## src/design/tccs_pkg.sv

```systemverilog
package tccs_pkg;

  // screen storage geometry
  localparam int unsigned MaxColumns = 128;
  localparam int unsigned MaxRows    = 32;
  localparam int unsigned ColW       = $clog2(MaxColumns);
  localparam int unsigned RowW       = $clog2(MaxRows);
  localparam int unsigned AddrW      = RowW + ColW;
  localparam int unsigned CellW      = 16;
  localparam int unsigned Depth      = MaxColumns * MaxRows;

  // character and attribute constants
  localparam logic [7:0] BlankGlyph  = 8'h20;
  localparam logic [7:0] ResetAttr   = 8'h0F;
  localparam logic [7:0] NewlineCode = 8'h0A;

  // configuration register indexes and reset values
  localparam logic [1:0] CfgColumns = 2'd0;
  localparam logic [1:0] CfgRows    = 2'd1;
  localparam logic [1:0] CfgAttr    = 2'd2;
  localparam logic [7:0] ResetCols  = 8'd80;
  localparam logic [5:0] ResetRows  = 6'd25;

  // microprogram step addresses
  typedef enum logic [3:0] {
    ST_CLEAR, ST_IDLE, ST_DISPATCH, ST_PUTCHK, ST_PUT, ST_NEWROW,
    ST_SCR_START, ST_PRIME, ST_COPY, ST_ROWNEXT, ST_BLANK, ST_DONE,
    ST_FINISH, ST_READ, ST_RDATA, ST_ROWINC
  } step_e;

  // jump conditions
  typedef enum logic [3:0] {
    C_NONE, C_ALWAYS, C_NO_ACCEPT, C_OP_READ, C_NEWLINE, C_COL_NOT_END,
    C_ROW_NOT_END, C_ROWS_ONE, C_CNT_NOT_END, C_ROW_NEXT_NOT_END,
    C_CLEARING, C_OUT_BUSY
  } cond_e;

  typedef enum logic [2:0] {
    CUR_HOLD, CUR_CLAMP, CUR_ADV, CUR_COL_CLR, CUR_ROW_INC
  } cur_op_e;

  typedef enum logic [2:0] {
    CNT_HOLD, CNT_CLR, CNT_INC_ALL, CNT_COL_INC, CNT_ROW_NEXT
  } cnt_op_e;

  typedef enum logic [1:0] {
    WD_RESET_BLANK, WD_GLYPH, WD_COPY, WD_BLANK
  } wd_sel_e;

  typedef enum logic {
    WA_CNT, WA_CURSOR
  } wa_sel_e;

  typedef enum logic [1:0] {
    RA_INPUT, RA_BELOW, RA_BELOW_NEXT
  } ra_sel_e;

  // one control word of the microprogram
  typedef struct packed {
    cond_e   cond;
    step_e   target;
    logic    we;
    wd_sel_e wd_sel;
    wa_sel_e wa_sel;
    ra_sel_e ra_sel;
    cur_op_e cur_op;
    cnt_op_e cnt_op;
    logic    set_scrolled;
    logic    cell_load;
    logic    out_load;
  } ctl_t;

  // datapath flags seen by the sequencer
  typedef struct packed {
    logic accept;
    logic op_read;
    logic newline;
    logic col_end;
    logic row_end;
    logic rows_one;
    logic cnt_col_end;
    logic next_row_end;
    logic clear_done;
    logic out_busy;
  } stat_t;

  // effective screen geometry
  typedef struct packed {
    logic [ColW-1:0] cols_m1;
    logic [RowW-1:0] rows_m1;
    logic [7:0]      attr;
  } geom_t;

endpackage

```

## src/design/tccs_sequencer.sv

```systemverilog
module tccs_sequencer
  import tccs_pkg::*;
(
  input  logic  clk_i,
  input  logic  rst_ni,
  input  stat_t stat_i,
  output ctl_t  ctl_o,
  output logic  idle_o
);

  step_e step_q, step_d;
  logic  take;

  // microprogram table
  function automatic ctl_t ucode(input step_e s);
    ctl_t w;
    w = '0;
    unique case (s)
      ST_CLEAR: begin
        w.we = 1'b1; w.wd_sel = WD_RESET_BLANK; w.wa_sel = WA_CNT;
        w.cnt_op = CNT_INC_ALL; w.cond = C_CLEARING; w.target = ST_CLEAR;
      end
      ST_IDLE: begin
        w.cond = C_NO_ACCEPT; w.target = ST_IDLE;
      end
      ST_DISPATCH: begin
        w.cond = C_OP_READ; w.target = ST_READ;
      end
      ST_PUTCHK: begin
        w.cur_op = CUR_CLAMP; w.cond = C_NEWLINE; w.target = ST_NEWROW;
      end
      ST_PUT: begin
        w.we = 1'b1; w.wd_sel = WD_GLYPH; w.wa_sel = WA_CURSOR;
        w.cur_op = CUR_ADV; w.cond = C_COL_NOT_END; w.target = ST_DONE;
      end
      ST_NEWROW: begin
        w.cur_op = CUR_COL_CLR; w.cond = C_ROW_NOT_END; w.target = ST_ROWINC;
      end
      ST_SCR_START: begin
        w.set_scrolled = 1'b1; w.cnt_op = CNT_CLR;
        w.cond = C_ROWS_ONE; w.target = ST_BLANK;
      end
      ST_PRIME: begin
        w.ra_sel = RA_BELOW;
      end
      ST_COPY: begin
        w.we = 1'b1; w.wd_sel = WD_COPY; w.wa_sel = WA_CNT;
        w.ra_sel = RA_BELOW_NEXT; w.cnt_op = CNT_COL_INC;
        w.cond = C_CNT_NOT_END; w.target = ST_COPY;
      end
      ST_ROWNEXT: begin
        w.cnt_op = CNT_ROW_NEXT; w.cond = C_ROW_NEXT_NOT_END; w.target = ST_PRIME;
      end
      ST_BLANK: begin
        w.we = 1'b1; w.wd_sel = WD_BLANK; w.wa_sel = WA_CNT;
        w.cnt_op = CNT_COL_INC; w.cond = C_CNT_NOT_END; w.target = ST_BLANK;
      end
      ST_DONE: begin
        w.cond = C_OUT_BUSY; w.target = ST_DONE;
      end
      ST_FINISH: begin
        w.out_load = 1'b1; w.cond = C_ALWAYS; w.target = ST_IDLE;
      end
      ST_READ: begin
        w.ra_sel = RA_INPUT;
      end
      ST_RDATA: begin
        w.cell_load = 1'b1; w.cond = C_ALWAYS; w.target = ST_DONE;
      end
      ST_ROWINC: begin
        w.cur_op = CUR_ROW_INC; w.cond = C_ALWAYS; w.target = ST_DONE;
      end
      default: begin
        w.cond = C_ALWAYS; w.target = ST_IDLE;
      end
    endcase
    return w;
  endfunction

  // control word of the current step
  always_comb begin
    ctl_o  = ucode(step_q);
    idle_o = (step_q == ST_IDLE);
  end

  // jump condition select
  always_comb begin
    unique case (ctl_o.cond)
      C_NONE:             take = 1'b0;
      C_ALWAYS:           take = 1'b1;
      C_NO_ACCEPT:        take = !stat_i.accept;
      C_OP_READ:          take = stat_i.op_read;
      C_NEWLINE:          take = stat_i.newline;
      C_COL_NOT_END:      take = !stat_i.col_end;
      C_ROW_NOT_END:      take = !stat_i.row_end;
      C_ROWS_ONE:         take = stat_i.rows_one;
      C_CNT_NOT_END:      take = !stat_i.cnt_col_end;
      C_ROW_NEXT_NOT_END: take = !stat_i.next_row_end;
      C_CLEARING:         take = !stat_i.clear_done;
      C_OUT_BUSY:         take = stat_i.out_busy;
      default:            take = 1'b0;
    endcase
  end

  // next step
  always_comb begin
    if (take) begin
      step_d = ctl_o.target;
    end else begin
      step_d = step_e'(step_q + 4'd1);
    end
  end

  always_ff @(posedge clk_i or negedge rst_ni) begin
    if (!rst_ni) begin
      step_q <= ST_CLEAR;
    end else begin
      step_q <= step_d;
    end
  end

endmodule

```

## config.mk

```make
export PLATFORM = sky130hd
export DESIGN_NAME = tccs_sequencer
export DESIGN_NICKNAME = d
export VERILOG_FILES = /design/src/design/tccs_pkg.sv /design/src/design/tccs_sequencer.sv
export SDC_FILE = /design/constraint.sdc
export NUM_CORES = 1
export LEC_CHECK = 0
export BUFFER_PORTS_ARGS = -buffer_cell sky130_fd_sc_hd__buf_2
export CAP_MARGIN = 20
export CORE_MARGIN = 4
export CORE_UTILIZATION = 50
export CTS_CLUSTER_SIZE = 24
export DETAILED_ROUTE_END_ITERATION = 8
export GPL_TIMING_DRIVEN = 0
export PLACE_DENSITY_LB_ADDON = 0.2
export SLEW_MARGIN = 20
export SYNTH_ARGS = -nofsm -noshare
export SYNTH_HDL_FRONTEND = slang
export SYNTH_SLANG_ARGS = --single-unit
```

## constraint.sdc

```tcl
create_clock -name clk_i -period 4.97 [get_ports clk_i]
set_clock_uncertainty 0.2 [all_clocks]
set_input_delay 0.7455 -clock clk_i [delete_from_list [all_inputs] [get_ports clk_i]]
set_output_delay 0.7455 -clock clk_i [all_outputs]
set_load 0.005 [all_outputs]
```

==> results.md <==
* Pre-Repair DR Iteration Count at 5
* Largest register FFs at 4
* Slew Limit Headroom at 74.1%
* Htree depth at 1
* Outcome: finished, final reports clean
* Final #Nets at 165
* Layout cells sized above 1 at 37.1%
* VDD IR max at 456 µV
* Die Wd at 47.6 µm
* RSZ-0062 raised after global routing: no
* Yosys top cell area share at 12.8%
* Detailed Route Iter0 Violations at 13
* Starting density of the core at 52.6%
* GRT overflow at 0
* Resize count post-CTS at 0
* Slew Viols, Final at 0
* Synth Instances at 105
* Ys async rst share at 100%
* Critical Path Start Type: register
* Syn nets at 125
* CP required at 4.02 ns
* Critical Path AT at 1.95 ns
* Power per cell area at 898 nW/µm²
* Largest registers: step_q x4
* Diode count at 0
* Most frequent CP cell: buf_2
* All-layer global routing usage at 18.4%
* Final Critical Period at 2.89 ns
* Vias in the first global route at 729
* Boundary Pins at 36
* Syn. warnings at 0
* Setup Fix Bufs, Post-CTS at 0
* Die Y at 47.6 µm
* Post-synthesis sequential area ratio at 12.8%
* Post-synth EDFFs at 0
* Max-cap violations at 0
* Port Buffers at 35
* Antenna viol nets, final at 0
* Slew at the pin with the worst max-slew slack at 0.389 ns
* Final setup viols at 0
* Clock-pin slew on the worst setup and hold paths at 0.04 ns
* Mapped cell area at 783 µm²
* Final Wtd Congestion at 0.766
* Crit Path Category: reg -> out
* Largest net degree at the start of global routing at 11
* Cells taking the most area after synthesis: dfrtp_1 (13%), ha_1 (13%), nor2_1 (9.1%)
* Family with the most delay on the worst path: buffers and inverters
* Fin Hold WS at 0.110 ns
* Hold Violations, Final at 0
* Synthesized flop and latch total at 4
* Hold Buf Count CTS at 0
* Commonest non-fill, non-tap cell in the layout: buf_2
* # DRC at 0
* Core region area at 1490 µm²
* Die area at 2260 µm²
* Top reg by flops: step_q
* Antenna violations before repair at 0
* Syn_area_per_cell at 7.46 µm²
* CTS buffer count at 3
* Via count at 859
* Slowest stage cell, crit path: dfrtp_1
* Distinct cells, synth at 38
* WL/cell at 12.6 µm
* Largest area contributor in the netlist: dfrtp_1
* Setup TNS at 0 ns
* Vias per cell at 5.40
* Top FF cell, synth: dfrtp_1
* Clock buffer depth at 2
* Crit-path max FO at 10
* Period utilisation layout at 58.2%
* Hold/Removal Path Class: in -> async
* Buf/Inv on CP at 3
* CTS tree: yes
* Placement Rows at 14
* Delay of the slowest cell on the worst path at 0.43 ns
* CTS root buf: clkbuf_4
* Commonest cells after routing, fill and taps aside: buf_2 (38), nor2_1 (19), ha_1 (8)
* Crit path cell chain: inv_1 -> ha_1 -> buf_2 -> nor2_1 -> and2_1 -> a221oi_1 -> buf_2
* First-pass GRT wire length at 3040 µm
* Final WL at 2010 µm
* Clk sinks at 4
* Dpl hpwl at 1610 µm
* Worst Setup End Kind: primary output
* Area Overhead vs Synth at 27.8%
* Clk Latency, worst-skew pair at 0.23 ns
* Leak at 0.583 nW
* Achievable frequency at 0.346 GHz
==> stage by stage <==
step           power, mW  setup WS, ns  instance area, µm²  util [%]  instances
6_report           0.899          2.08                1000      67.2        159
3_5_place_dp       0.858          2.12                 978      65.7        156
3_3_place_gp       0.842          2.18                 978      65.7        156
4_1_cts            0.904          2.07                1000      67.2        159
5_1_grt            0.994          1.93                1000      67.2        159
2_1_floorplan      0.643          2.43                 783         -        105
==> final timing paths <==
| path | start | endpoint | slack [ns] | cells past startpoint |
|---|---|---|---|---|
| worst max-delay path | step_q[0] | ctl_o[18] | 2.08 | 7 |
| worst min-delay path | rst_ni | step_q[3] | 0.11 | 1 |
| worst max register to register | step_q[0] | step_q[1] | 2.10 | 11 |
| worst min register to register | step_q[0] | step_q[0] | 0.54 | 2 |
| max in group asynchronous | rst_ni | step_q[0] | 4.33 | 1 |
| min in group clk_i | step_q[0] | step_q[0] | 0.54 | 2 |
==> synthesized netlist by cell type, types with 3 or more instances <==
cell and instances:
a21oi_1 7, inv_1 6, nand2_1 3, nor2_1 19, buf_2 3, mux2i_1 3
and2_1 5, and3_1 6, dfrtp_1 4, or2_2 3, mux2_1 4, ha_1 8
o21ai_0 4
==> kinds of logic (layout without fill, tap and decap cells) <==
group / Yosys count / count (layout) / synth area share (%)
AND/OR/NAND/NOR: 46 / 46 / 30.8
AO/OA/AOI/OAI: 24 / 24 / 22.2
buffers and inverters: 14 / 52 / 9.58
flip-flops: 4 / 4 / 12.8
XOR/XNOR: 2 / 2 / 2.24
adder cells (fa/ha/maj): 8 / 8 / 12.8
multiplexers: 7 / 7 / 9.58
==> power by group <==
part | total [mW] | switching, mW | internal [mW] | leakage (nW)
clock network | 0.0395 | 0.0126 | 0.0270 | 0.0138
registers | 0.0737 | 0.0199 | 0.0538 | 0.0479
logic | 0.786 | 0.415 | 0.370 | 0.521
total | 0.899 | 0.448 | 0.451 | 0.583
==> metal layers <==
metal	global-route usage (%)	part of all wire, %
met1	21.2	41
met2	33.7	50
met3	2.26	8.1
met4	8.06	0.90
met5	0	0
==> area by class of cell <==
class,instances,area (µm²)
flip-flops and latches,4,100
inverters,6,22.5
clock buffers,3,22.5
plain buffers,8,52.6
fillers,153,488
multi-input cells,87,608
repair buffers,35,175
well taps,16,20.0
Note: power is estimated with default switching activity, not from simulation.
